--- config.mk ---
export PLATFORM = sky130hd
export DESIGN_NAME = gamepad_report_formatter_core
export DESIGN_NICKNAME = d
export VERILOG_FILES = /design/src/rtl/grf_pkg.sv /design/src/rtl/gamepad_report_formatter_core.sv /design/src/rtl/grf_stretch.sv /design/src/rtl/grf_stick_scale.sv /design/src/rtl/grf_rate_scale.sv
export SDC_FILE = /design/constraint.sdc
export NUM_CORES = 2
export LEC_CHECK = 0
export CORE_ASPECT_RATIO = 0.75
export CORE_UTILIZATION = 45
export CTS_CLUSTER_DIAMETER = 150
export DETAILED_ROUTE_END_ITERATION = 10
export DONT_BUFFER_PORTS = 1
export HOLD_SLACK_MARGIN = 0.15
export SYNTH_ARGS = -nofsm -noshare
export SYNTH_HDL_FRONTEND = slang
export SYNTH_SLANG_ARGS = --single-unit
--- constraint.sdc ---
create_clock -name i_clk -period 21.4 [get_ports i_clk]
set_input_delay 4.28 -clock i_clk [delete_from_list [all_inputs] [get_ports i_clk]]
set_output_delay 4.28 -clock i_clk [all_outputs]
set_load 0.01 [all_outputs]
--- src/rtl/grf_pkg.sv ---
package grf_pkg;

    localparam int TICK_BITS = 32;

    localparam logic [15:0] LATCH_RESET = 16'd55;

    localparam int BIT_R_POS      = 14;
    localparam int BIT_ZR_POS     = 15;
    localparam int DPAD_DOWN_POS  = 24;
    localparam int DPAD_UP_POS    = 25;
    localparam int DPAD_RIGHT_POS = 26;
    localparam int DPAD_LEFT_POS  = 27;

    localparam int PACK_BITS = 19;

    localparam logic [4:0] PACK_SRC [PACK_BITS] = '{
        5'd11, 5'd10, 5'd9,  5'd8,
        5'd30, 5'd14, 5'd31, 5'd15,
        5'd16, 5'd17, 5'd19, 5'd18,
        5'd20, 5'd21, 5'd22, 5'd29,
        5'd28, 5'd13, 5'd12
    };

    // round(mag * 127 / 2047) = floor((254 * mag + 2047) / 4094)
    // floor(n / 4094) = (n * STICK_RECIP) >> STICK_SHIFT, exact for n < 2^19
    localparam logic [12:0] STICK_MID   = 13'd2047;
    localparam logic [19:0] STICK_RECIP = 20'd524545;
    localparam int          STICK_SHIFT = 31;

    // round(mag * 127 / 8192) = (254 * mag + 8192) >> 14
    localparam logic [16:0] RATE_FULL  = 17'd8192;
    localparam int          RATE_SHIFT = 14;

    localparam logic [7:0] AXIS_GAIN2 = 8'd254;

    typedef enum logic [3:0] {
        HAT_CENTER,
        HAT_UP,
        HAT_UP_RIGHT,
        HAT_RIGHT,
        HAT_DOWN_RIGHT,
        HAT_DOWN,
        HAT_DOWN_LEFT,
        HAT_LEFT,
        HAT_UP_LEFT
    } t_hat;

    typedef struct packed {
        logic left_valid;
        logic right_valid;
        logic pointer_mode;
        logic upd;
    } t_btn_ctl;

endpackage

--- src/rtl/gamepad_report_formatter_core.sv ---
// Pipeline: input register, then result register, which drives the output.
// Throughput: one report per cycle unless the output stalls; stretcher state (previous
// word, 32 hold deadlines) is read with each report and updated when a side is valid.
// Reset: synchronous, active low; clears both pipeline valids, the previous word,
// all hold deadlines, and loads latch_ticks with 55.
module gamepad_report_formatter_core #(
    parameter int TICK_BITS = grf_pkg::TICK_BITS
) (
    input  logic               i_clk,
    input  logic               i_rst_n,

    input  logic               i_cfg_we,
    input  logic [15:0]        i_cfg_wdata,

    input  logic               i_in_valid,
    output logic               o_in_ready,
    input  logic [31:0]        i_now_ticks,
    input  logic               i_left_valid,
    input  logic [31:0]        i_left_buttons,
    input  logic [11:0]        i_left_stick_x,
    input  logic [11:0]        i_left_stick_y,
    input  logic               i_right_valid,
    input  logic [31:0]        i_right_buttons,
    input  logic [11:0]        i_right_stick_x,
    input  logic [11:0]        i_right_stick_y,
    input  logic signed [15:0] i_rate_x_in,
    input  logic signed [15:0] i_rate_y_in,
    input  logic               i_pointer_mode,

    output logic               o_out_valid,
    input  logic               i_out_ready,
    output logic [3:0]         o_hat,
    output logic [18:0]        o_pad_buttons,
    output logic signed [7:0]  o_stick_lx,
    output logic signed [7:0]  o_stick_ly,
    output logic signed [7:0]  o_stick_rx,
    output logic signed [7:0]  o_stick_ry,
    output logic signed [7:0]  o_pad_rate_x,
    output logic signed [7:0]  o_pad_rate_y
);

    logic [15:0]        r_latch;

    logic               r_s1_valid;
    logic [31:0]        r_now;
    logic               r_lv;
    logic [31:0]        r_lbtn;
    logic [11:0]        r_lx;
    logic [11:0]        r_ly;
    logic               r_rv;
    logic [31:0]        r_rbtn;
    logic [11:0]        r_rx;
    logic [11:0]        r_ry;
    logic signed [15:0] r_gx;
    logic signed [15:0] r_gy;
    logic               r_mouse;

    logic               r_out_valid;
    grf_pkg::t_hat      r_hat;
    logic [18:0]        r_pad;
    logic signed [7:0]  r_lx_o;
    logic signed [7:0]  r_ly_o;
    logic signed [7:0]  r_rx_o;
    logic signed [7:0]  r_ry_o;
    logic signed [7:0]  r_gx_o;
    logic signed [7:0]  r_gy_o;

    logic               s1_adv;
    logic               in_take;
    logic               any_valid;
    grf_pkg::t_btn_ctl  btn_ctl;
    grf_pkg::t_hat      hat;
    logic [18:0]        pad;
    grf_pkg::t_hat      n_hat;
    logic [18:0]        n_pad;
    logic signed [7:0]  n_lx;
    logic signed [7:0]  n_ly;
    logic signed [7:0]  n_rx;
    logic signed [7:0]  n_ry;
    logic signed [7:0]  n_gx;
    logic signed [7:0]  n_gy;

    assign s1_adv     = !r_out_valid || i_out_ready;
    assign o_in_ready = !r_s1_valid || s1_adv;
    assign in_take    = i_in_valid && o_in_ready;
    assign any_valid  = r_lv || r_rv;

    assign btn_ctl.left_valid   = r_lv;
    assign btn_ctl.right_valid  = r_rv;
    assign btn_ctl.pointer_mode = r_mouse;
    assign btn_ctl.upd          = s1_adv && r_s1_valid && any_valid;

    grf_stretch #(
        .TICK_BITS (TICK_BITS)
    ) u_stretch (
        .i_clk           (i_clk),
        .i_rst_n         (i_rst_n),
        .i_ctl           (btn_ctl),
        .i_now_ticks     (r_now),
        .i_left_buttons  (r_lbtn),
        .i_right_buttons (r_rbtn),
        .i_latch_ticks   (r_latch),
        .o_hat           (hat),
        .o_pad_buttons   (pad)
    );

    grf_stick_scale u_lx (.i_valid(r_lv), .i_negate(1'b0), .i_raw(r_lx), .o_axis(n_lx));
    grf_stick_scale u_ly (.i_valid(r_lv), .i_negate(1'b1), .i_raw(r_ly), .o_axis(n_ly));
    grf_stick_scale u_rx (.i_valid(r_rv), .i_negate(1'b0), .i_raw(r_rx), .o_axis(n_rx));
    grf_stick_scale u_ry (.i_valid(r_rv), .i_negate(1'b1), .i_raw(r_ry), .o_axis(n_ry));

    // gyro axes swap: output X from input Y, output Y from negated input X
    grf_rate_scale u_gx (.i_valid(r_rv), .i_negate(1'b0), .i_raw(r_gy), .o_axis(n_gx));
    grf_rate_scale u_gy (.i_valid(r_rv), .i_negate(1'b1), .i_raw(r_gx), .o_axis(n_gy));

    assign n_hat = any_valid ? hat : grf_pkg::HAT_CENTER;
    assign n_pad = any_valid ? pad : '0;

    always_ff @(posedge i_clk) begin
        if (!i_rst_n) begin
            r_latch     <= grf_pkg::LATCH_RESET;
            r_s1_valid  <= 1'b0;
            r_out_valid <= 1'b0;
        end else begin
            if (i_cfg_we) begin
                r_latch <= i_cfg_wdata;
            end
            if (o_in_ready) begin
                r_s1_valid <= i_in_valid;
            end
            if (s1_adv) begin
                r_out_valid <= r_s1_valid;
            end
        end
    end

    always_ff @(posedge i_clk) begin
        if (in_take) begin
            r_now   <= i_now_ticks;
            r_lv    <= i_left_valid;
            r_lbtn  <= i_left_buttons;
            r_lx    <= i_left_stick_x;
            r_ly    <= i_left_stick_y;
            r_rv    <= i_right_valid;
            r_rbtn  <= i_right_buttons;
            r_rx    <= i_right_stick_x;
            r_ry    <= i_right_stick_y;
            r_gx    <= i_rate_x_in;
            r_gy    <= i_rate_y_in;
            r_mouse <= i_pointer_mode;
        end
        if (s1_adv && r_s1_valid) begin
            r_hat  <= n_hat;
            r_pad  <= n_pad;
            r_lx_o <= n_lx;
            r_ly_o <= n_ly;
            r_rx_o <= n_rx;
            r_ry_o <= n_ry;
            r_gx_o <= n_gx;
            r_gy_o <= n_gy;
        end
    end

    assign o_out_valid   = r_out_valid;
    assign o_hat         = r_hat;
    assign o_pad_buttons = r_pad;
    assign o_stick_lx    = r_lx_o;
    assign o_stick_ly    = r_ly_o;
    assign o_stick_rx    = r_rx_o;
    assign o_stick_ry    = r_ry_o;
    assign o_pad_rate_x  = r_gx_o;
    assign o_pad_rate_y  = r_gy_o;

endmodule

--- src/rtl/grf_stretch.sv ---
module grf_stretch #(
    parameter int TICK_BITS = grf_pkg::TICK_BITS
) (
    input  logic                    i_clk,
    input  logic                    i_rst_n,
    input  grf_pkg::t_btn_ctl       i_ctl,
    input  logic [31:0]             i_now_ticks,
    input  logic [31:0]             i_left_buttons,
    input  logic [31:0]             i_right_buttons,
    input  logic [15:0]             i_latch_ticks,
    output grf_pkg::t_hat           o_hat,
    output logic [grf_pkg::PACK_BITS-1:0] o_pad_buttons
);

    logic [31:0]          raw;
    logic [31:0]          pressed;
    logic [31:0]          hold;
    logic [31:0]          word;
    logic [TICK_BITS-1:0] now_t;
    logic [TICK_BITS-1:0] dl_new;
    logic [TICK_BITS-1:0] diff [32];

    logic [31:0]          r_prev;
    logic [31:0]          n_prev;
    logic [TICK_BITS-1:0] r_dl [32];
    logic [TICK_BITS-1:0] n_dl [32];

    always_comb begin
        raw = ({32{i_ctl.left_valid}} & i_left_buttons)
            | ({32{i_ctl.right_valid}} & i_right_buttons);
        if (i_ctl.pointer_mode) begin
            raw[grf_pkg::BIT_R_POS]  = 1'b0;
            raw[grf_pkg::BIT_ZR_POS] = 1'b0;
        end
    end

    assign pressed = raw & ~r_prev;
    assign n_prev  = raw;
    assign now_t   = TICK_BITS'(i_now_ticks);
    assign dl_new  = now_t + TICK_BITS'(i_latch_ticks);

    // hold while deadline set and (deadline - now) is positive as a signed value
    always_comb begin
        for (int i = 0; i < 32; i++) begin
            diff[i] = r_dl[i] - now_t;
            hold[i] = (|r_dl[i]) && (|diff[i]) && !diff[i][TICK_BITS-1];
            n_dl[i] = pressed[i] ? dl_new : r_dl[i];
        end
    end

    assign word = raw | hold;

    always_comb begin
        for (int i = 0; i < grf_pkg::PACK_BITS; i++) begin
            o_pad_buttons[i] = word[grf_pkg::PACK_SRC[i]];
        end
    end

    always_comb begin
        logic up, dn, lf, rt;
        up = word[grf_pkg::DPAD_UP_POS];
        dn = word[grf_pkg::DPAD_DOWN_POS];
        lf = word[grf_pkg::DPAD_LEFT_POS];
        rt = word[grf_pkg::DPAD_RIGHT_POS];
        if (up && rt) begin
            o_hat = grf_pkg::HAT_UP_RIGHT;
        end else if (rt && dn) begin
            o_hat = grf_pkg::HAT_DOWN_RIGHT;
        end else if (dn && lf) begin
            o_hat = grf_pkg::HAT_DOWN_LEFT;
        end else if (lf && up) begin
            o_hat = grf_pkg::HAT_UP_LEFT;
        end else if (up) begin
            o_hat = grf_pkg::HAT_UP;
        end else if (rt) begin
            o_hat = grf_pkg::HAT_RIGHT;
        end else if (dn) begin
            o_hat = grf_pkg::HAT_DOWN;
        end else if (lf) begin
            o_hat = grf_pkg::HAT_LEFT;
        end else begin
            o_hat = grf_pkg::HAT_CENTER;
        end
    end

    always_ff @(posedge i_clk) begin
        if (!i_rst_n) begin
            r_prev <= '0;
            for (int i = 0; i < 32; i++) begin
                r_dl[i] <= '0;
            end
        end else if (i_ctl.upd) begin
            r_prev <= n_prev;
            for (int i = 0; i < 32; i++) begin
                r_dl[i] <= n_dl[i];
            end
        end
    end

endmodule

--- src/rtl/grf_stick_scale.sv ---
module grf_stick_scale (
    input  logic              i_valid,
    input  logic              i_negate,
    input  logic [11:0]       i_raw,
    output logic signed [7:0] o_axis
);

    logic signed [12:0] d;
    logic [12:0]        abs_d;
    logic [10:0]        mag;
    logic [18:0]        num;
    logic [38:0]        prod;
    logic [6:0]         q;
    logic               neg;

    assign d     = $signed({1'b0, i_raw}) - $signed(grf_pkg::STICK_MID);
    assign abs_d = d[12] ? 13'(-d) : 13'(d);
    assign mag   = (abs_d > grf_pkg::STICK_MID) ? 11'(grf_pkg::STICK_MID) : abs_d[10:0];
    assign num   = 19'(mag) * 19'(grf_pkg::AXIS_GAIN2) + 19'(grf_pkg::STICK_MID);
    assign prod  = 39'(num) * 39'(grf_pkg::STICK_RECIP);
    assign q     = prod[grf_pkg::STICK_SHIFT +: 7];
    assign neg   = d[12] ^ i_negate;

    always_comb begin
        if (!i_valid) begin
            o_axis = '0;
        end else if (neg) begin
            o_axis = -$signed({1'b0, q});
        end else begin
            o_axis = $signed({1'b0, q});
        end
    end

endmodule

--- src/rtl/grf_rate_scale.sv ---
module grf_rate_scale (
    input  logic               i_valid,
    input  logic               i_negate,
    input  logic signed [15:0] i_raw,
    output logic signed [7:0]  o_axis
);

    logic [16:0] abs_r;
    logic [13:0] mag;
    logic [21:0] num;
    logic [6:0]  q;
    logic        neg;

    assign abs_r = i_raw[15] ? 17'(-{i_raw[15], i_raw}) : 17'({i_raw[15], i_raw});
    assign mag   = (abs_r > grf_pkg::RATE_FULL) ? 14'(grf_pkg::RATE_FULL) : abs_r[13:0];
    assign num   = 22'(mag) * 22'(grf_pkg::AXIS_GAIN2) + 22'(grf_pkg::RATE_FULL);
    assign q     = num[grf_pkg::RATE_SHIFT +: 7];
    assign neg   = i_raw[15] ^ i_negate;

    always_comb begin
        if (!i_valid) begin
            o_axis = '0;
        end else if (neg) begin
            o_axis = -$signed({1'b0, q});
        end else begin
            o_axis = $signed({1'b0, q});
        end
    end

endmodule

# Yosys cells after proc, flatten, opt, wreduce, memory -nomap -nowiden
# Memories as Yosys holds them, arrays and structs flattened.
# Index checks and enable logic that the tools add are counted.
word_totals:
  mem_bits_rw: 1024
  register_bits: 300
  n_memories: 1
classes:
  mux: 95
  n_reduce_logical: 181
  n_addsub: 55
  order_cmp: 6
  bitwise_logic: 41
  n_mul: 10
memory_table:
  columns: ["memory", "depth", "width", "rd", "rd_ports_with_merged_regs", "wr", "line_no", "rtl"]
  rows:
  - ["u_stretch.r_dl", 32, 32, 32, 0, 32, "grf_stretch.sv:25", "logic [TICK_BITS-1:0] r_dl [32];"]
op_table:
  columns: ["operator", "count"]
  rows:
  - ["$mux 32", 64]
  - ["$reduce_or 32->1", 64]
  - ["$sub 32x32->32", 32]
  - ["$mul 19x20->38 const B", 4]
  - ["$and 32x32->32", 3]
  - ["$add 19x11->19 const B", 4]
  - ["$mul 11x7->18 const B", 4]
  - ["$logic_and 1x1->1", 71]
  - ["$or 32x32->32", 2]
  - ["$gt 13x11->1 const B", 4]
  - ["$mux 13", 4]
  - ["$neg 13->13", 4]
  - ["$sub 12x11->13 const B", 4]
  - ["$neg 7->8", 6]
  - ["$mux 11", 4]
  - ["$add 21x14->21 const B", 2]
  - ["$mux 7", 6]
  - ["$mul 14x7->20 const B", 2]
  - ["$gt 17x14->1 const B", 2]
  - ["$logic_not 1->1", 34]
  - ["$mux 17", 2]
  - ["$neg 17->17", 2]
  - ["$add 32x16->32", 1]
  - ["$not 32->32", 1]
  - ["other kinds (12)", 62]

# Longest topological paths before layout
# An unclocked memory read counts as a cell.
logic_depth:
  ltp_word: 14
  depth_mapped: 51

# Modules after synthesis
# A second synthesis with hierarchy kept.
unflattened:
  cells_unflattened: 10859
  hier_area_um2: 100622.8
modules_own_cells:
  columns: ["mod", "n_inst", "cells_per_inst", "area_per_inst_um2", "seq_area_each_um2"]
  rows:
  - ["grf_stretch", 1, 7515, 67486.0, 22561.6]
  - ["grf_stick_scale at u_lx ...", 2, 552, 4503.1, 0.0]
  - ["gamepad_report_formatter_core", 1, 340, 8375.5, 7867.5]
  - ["grf_rate_scale", 2, 383, 3161.8, 0.0]
  - ["grf_stick_scale at u_rx", 1, 576, 4787.1, 0.0]
  - ["grf_stick_scale at u_ry", 1, 558, 4644.5, 0.0]

# Worst setup path after synthesis
# OpenSTA, ideal clock, no wires.
synth_path:
  path_kind: "reg-to-reg"
  from: "reg r_ly[0]"
  to: "reg r_ly_o[6] (netlist: o_stick_ly[6]) (data pin)"
  stages_incl_launch_ff: 50
  setup_slack_ns: 10.106
  path_buffers: 4
  required_time_ns: 21.134
  t_arrival_ns: 11.028
  setup_time_ns: 0.266
  cell_sequence: "edfxtp_1 > ha_1 > clkbuf_1 > and2_1 > clkbuf_1 > and4_1 > xor2_1 > or4_1 > clkbuf_1 > and2_1 > clkbuf_1 > nand2_1 > mux2_2 > ha_1 > inv_1 > fa_1 > fa_1 > inv_1 > [... 14 more ...] > fa_1 > ha_1 > ha_1 > nand4_1 > or4_1 > inv_1 > nand2_1 > a21oi_1 > nand3b_1 > o211a_1 > and2_1 > xnor2_1 > ha_1 > nand2_1 > o41ai_1 > mux2i_1 > xor2_1 > nor2_1"
synth_via:
  elab_chain_cells: 10
synth_lines:
  columns: ["element", "line_no", "rtl"]
  rows:
  - ["from (decl)", "gamepad_report_formatter_core.sv:49", "logic [11:0] r_ly;"]
  - ["from (signal assigned)", "gamepad_report_formatter_core.sv:143", "r_ly <= i_left_stick_y;"]
  - ["$sub 12x11->13 (*)", "grf_stick_scale.sv:16", "assign d = $signed({1'b0, i_raw}) - $signed(grf_pkg::STICK_MID);"]
  - ["$neg 13->13", "grf_stick_scale.sv:17", "assign abs_d = d[12] ? 13'(-d) : 13'(d);"]
  - ["$mux 13", "grf_stick_scale.sv:17", null]
  - ["$gt 13x11->1", "grf_stick_scale.sv:18", "assign mag = (abs_d > grf_pkg::STICK_MID) ? 11'(grf_pkg::STICK_MID) : abs_d[10:0];"]
  - ["$mux 11", "grf_stick_scale.sv:18", null]
  - ["$mul 11x7->18", "grf_stick_scale.sv:19", "assign num = 19'(mag) * 19'(grf_pkg::AXIS_GAIN2) + 19'(grf_pkg::STICK_MID);"]
  - ["$add 19x11->19", "grf_stick_scale.sv:19", null]
  - ["$mul 19x20->38", "grf_stick_scale.sv:20", "assign prod = 39'(num) * 39'(grf_pkg::STICK_RECIP);"]
  - ["$neg 7->8", "grf_stick_scale.sv:28", "o_axis = -$signed({1'b0, q});"]
  - ["$mux 7 (*)", "grf_stick_scale.sv:27", "end else if (neg) begin"]
  - ["to (signal assigned)", "gamepad_report_formatter_core.sv:156", "r_ly_o <= n_ly;"]
  - ["to (decl)", "gamepad_report_formatter_core.sv:62", "logic signed [7:0] r_ly_o;"]
# Every way passes the cells marked *; elsewhere a longest branch is shown, timed or not.
# A chain may end at the register's enable or synchronous reset.

# Worst setup path after layout
layout_path:
  from: "reg r_ry[0]"
  to: "reg r_ry_o[4] (netlist: o_stick_ry[4]) (data pin)"
layout_via:
  elab_chain_cells: 10
layout_lines:
  columns: ["element", "line_no", "rtl"]
  rows:
  - ["from (decl)", "gamepad_report_formatter_core.sv:53", "logic [11:0] r_ry;"]
  - ["from (signal assigned)", "gamepad_report_formatter_core.sv:147", "r_ry <= i_right_stick_y;"]
  - ["$sub 12x11->13 (*)", "grf_stick_scale.sv:16", null]
  - ["$neg 13->13", "grf_stick_scale.sv:17", null]
  - ["$mux 13", "grf_stick_scale.sv:17", null]
  - ["$gt 13x11->1", "grf_stick_scale.sv:18", null]
  - ["$mux 11", "grf_stick_scale.sv:18", null]
  - ["$mul 11x7->18", "grf_stick_scale.sv:19", null]
  - ["$add 19x11->19", "grf_stick_scale.sv:19", null]
  - ["$mul 19x20->38", "grf_stick_scale.sv:20", null]
  - ["$neg 7->8", "grf_stick_scale.sv:28", null]
  - ["$mux 7 (*)", "grf_stick_scale.sv:27", null]
  - ["to (signal assigned)", "gamepad_report_formatter_core.sv:158", "r_ry_o <= n_ry;"]
  - ["to (decl)", "gamepad_report_formatter_core.sv:64", "logic signed [7:0] r_ry_o;"]
# Marked as above.

==> flow_summary.json <==
{
  "finalHoldViolCount": 0,
  "multi_input_area_um2": 62800,
  "hp-start": "u_stretch.r_prev[14]$_SDFFE_PN0P_",
  "slew_headroom": 0.0757,
  "start_kind": "flip-flop",
  "yosys-top-cells-area": "edfxtp_1 30%, ha_1 16%, fa_1 5.1%, a21oi_1 3.3%, nor2_1 3.2%",
  "grt_usage": 0.314,
  "drt_pre_antenna_iters": 8,
  "layout_commonest_cell": "ha_1",
  "drt_iter0_drc": 10500,
  "synth_edf_count": 968,
  "arrival_ns": 13.38,
  "r2r-end": "o_stick_ry[4]$_SDFFCE_PN0P_",
  "die_w_um": 535,
  "wl_um": 347000,
  "initial_core_util": 0.454,
  "seq_area_frac_synth": 0.311,
  "synth_warnings": 0,
  "fin_tns_setup_ns": 0,
  "syn_area_um2": 96000,
  "clock_latency_ns": 0.79,
  "post_cts_buffers": 0,
  "async_reset_ff_frac": 0,
  "htreeDepth": 3,
  "die_area_um2": 215000,
  "synthCells": 10300,
  "drc": 0,
  "cts_tree": "done",
  "mostFrequentLayoutCells": "1,212 x ha_1, 968 x edfxtp_1, 798 x nor2_1, 755 x inv_1, 642 x a21oi_1",
  "synth_top_area_cell": "edfxtp_1",
  "cp-end-kind": "flip-flop",
  "cpMostUsedCell": "ha_1",
  "dp_hpwl_um": 251000,
  "antenna_found_initial": 56,
  "status": "completed",
  "nFillCells": 19700,
  "wl_per_cell_um": 26.1,
  "ios": 273,
  "drive_gt1_frac": 0.0544,
  "max_freq_ghz": 0.0778,
  "setup_viol": 0,
  "fin_crit_sh": 0.601,
  "areaGrowthSynthToFinish_pct": 8.51,
  "maxSlewViolCount": 0,
  "cts_made_buffers": 111,
  "ctsResizeCount": 0,
  "vias": 85500,
  "min_to": "u_stretch.r_prev[14]$_SDFFE_PN0P_",
  "rsz0062_at_grt": "no",
  "io_buffers": 0,
  "synthFlopType": "edfxtp_1",
  "synthesis.nets": 12000,
  "nNetsFinal": 12000,
  "period_minus_slack_ns": 12.86,
  "crit_family": "adder cells",
  "die_h_um": 402,
  "cp.required_ns": 21.92,
  "min_path_type": "reg2reg",
  "cp.buffers_inverters": 5,
  "tightest_slew_ns": 1.35,
  "slowest_stage": "or4_4",
  "place_congestion": 0.969,
  "grt_max_degree": 76,
  "netlist-cell-type-count": 98,
  "instances_no_fill": 13300,
  "slowest_delay_ns": 0.60,
  "r2r_setup_slack_ns": 8.54,
  "grt_pass1_vias": 79100,
  "seq_area_um2": 29900,
  "skew_ns": 0.0344,
  "drv_cap": 0,
  "grt_pass1_wl_um": 509000,
  "r2r-start": "r_ry[0]$_DFFE_PP_",
  "hold_depth": 2,
  "r2r_cells": 45,
  "synth.top_cell.area_share": 0.303,
  "clk_pin_slew_ns": 0.07,
  "grt-ovfl-total": 0,
  "critPathMaxFanout": 11,
  "via_per_inst": 6.43,
  "setup.worst_path.class": "reg2reg",
  "max-clock-path-buffers": 3,
  "synth-seq-cells": 1009,
  "clock_sink_count": 1009,
  "dp.cells": 13100,
  "cts-root-buf": "clkbuf_16",
  "rows": 146,
  "coreArea_um2": 212000,
  "avgSynthCellArea_um2": 9.31,
  "hold_buffers": 0,
  "ant_nets": 0
}
-- cell type report --
class	instances	share of cell area
multi-input cells	8326	0.603
diodes	6	0.000144
clock buffers	141	0.0290
clock inverters	67	0.00780
well taps	2812	0.0338
repair buffers	145	0.0107
flip-flops and latches	1009	0.287
inverters	788	0.0284
-- metrics by stage --
step,hold slack [ns],setup slack [ns],utilization,area [µm²]
floorplan,0.433,10.11,-,96000
finish,0.481,8.54,0.492,104000
global route,0.510,7.48,0.492,104000
global placement,0.457,8.79,0.474,100000
detailed placement,0.470,8.72,0.474,100000
CTS,0.479,8.68,0.492,104000
-- worst max path at each step --
stage,start,end,slack [ns],cells after the start
final,r_ry[0]$_DFFE_PP_,o_stick_ry[4]$_SDFFCE_PN0P_,8.54,45
after global placement,r_ly[0]$_DFFE_PP_,o_stick_ly[7]$_SDFFCE_PP0P_,8.79,41
after floorplan,r_ly[0]$_DFFE_PP_,o_stick_ly[6]$_SDFFCE_PN0P_,10.11,49
after detailed placement,r_ly[0]$_DFFE_PP_,o_stick_ly[7]$_SDFFCE_PP0P_,8.72,41
after global routing,r_ly[0]$_DFFE_PP_,o_stick_ly[6]$_SDFFCE_PN0P_,7.48,45
after CTS,r_ry[0]$_DFFE_PP_,o_stick_ry[4]$_SDFFCE_PN0P_,8.68,45
-- worst register-to-register path: cells and delay by family (launching register included) --
| family | cells | cell delay [ns] |
|---|---|---|
| buffers and inverters | 5 | 0.51 |
| and+or+nand+nor | 13 | 3.20 |
| xor gates and xnor gates | 3 | 0.63 |
| AOI/OAI and AO/OA | 12 | 3.13 |
| DFF | 1 | 0.53 |
| adders and majority gates | 12 | 4.63 |
-- synthesized netlist by cell type (150+ instances only) --
cell type,instances
inv_1,786
a31oi_1,150
a21oi_1,642
nor3_1,284
nand3_1,222
xor2_1,190
ha_1,1212
nand2_1,631
nand2b_1,185
nor2b_1,169
nand4_1,171
o21ai_0,542
clkbuf_1,164
xnor2_1,345
a21o_1,223
edfxtp_1,968
o21a_1,168
nor4_1,304
nor2_1,817
fa_1,245
-- registers in the layout, summed over array words and instances (netlist names), 12 cells and up --
signal	flops
r_gy	16
u_stretch.r_prev	23
r_lx	12
u_stretch.r_dl	736
r_rbtn	23
r_gx	16
r_latch	16
r_rx	12
r_ry	12
r_now	32
r_lbtn	23
r_ly	12
o_pad_buttons	19
-- routing by layer --
layer / part of all wire / wire length [µm] / track usage
met4: 0.048 / 16800 / 0.134
met1: 0.44 / 152000 / 0.449
met2: 0.42 / 145000 / 0.464
met3: 0.098 / 33900 / 0.0529
met5: 0.00036 / 124 / 0
-- cell families after synthesis --
| kind of cell | share of synthesized area |
|---|---|
| and+or+nand+nor | 0.178 |
| AOI/OAI and AO/OA | 0.198 |
| adders and majority gates | 0.209 |
| DFF | 0.311 |
| buffers and inverters | 0.0382 |
| xor gates and xnor gates | 0.0488 |
| muxes | 0.0161 |
Power is left out: the tool's default activity adds up to more than one toggle a clock period on the data nets, which glitch-free logic cannot reach.
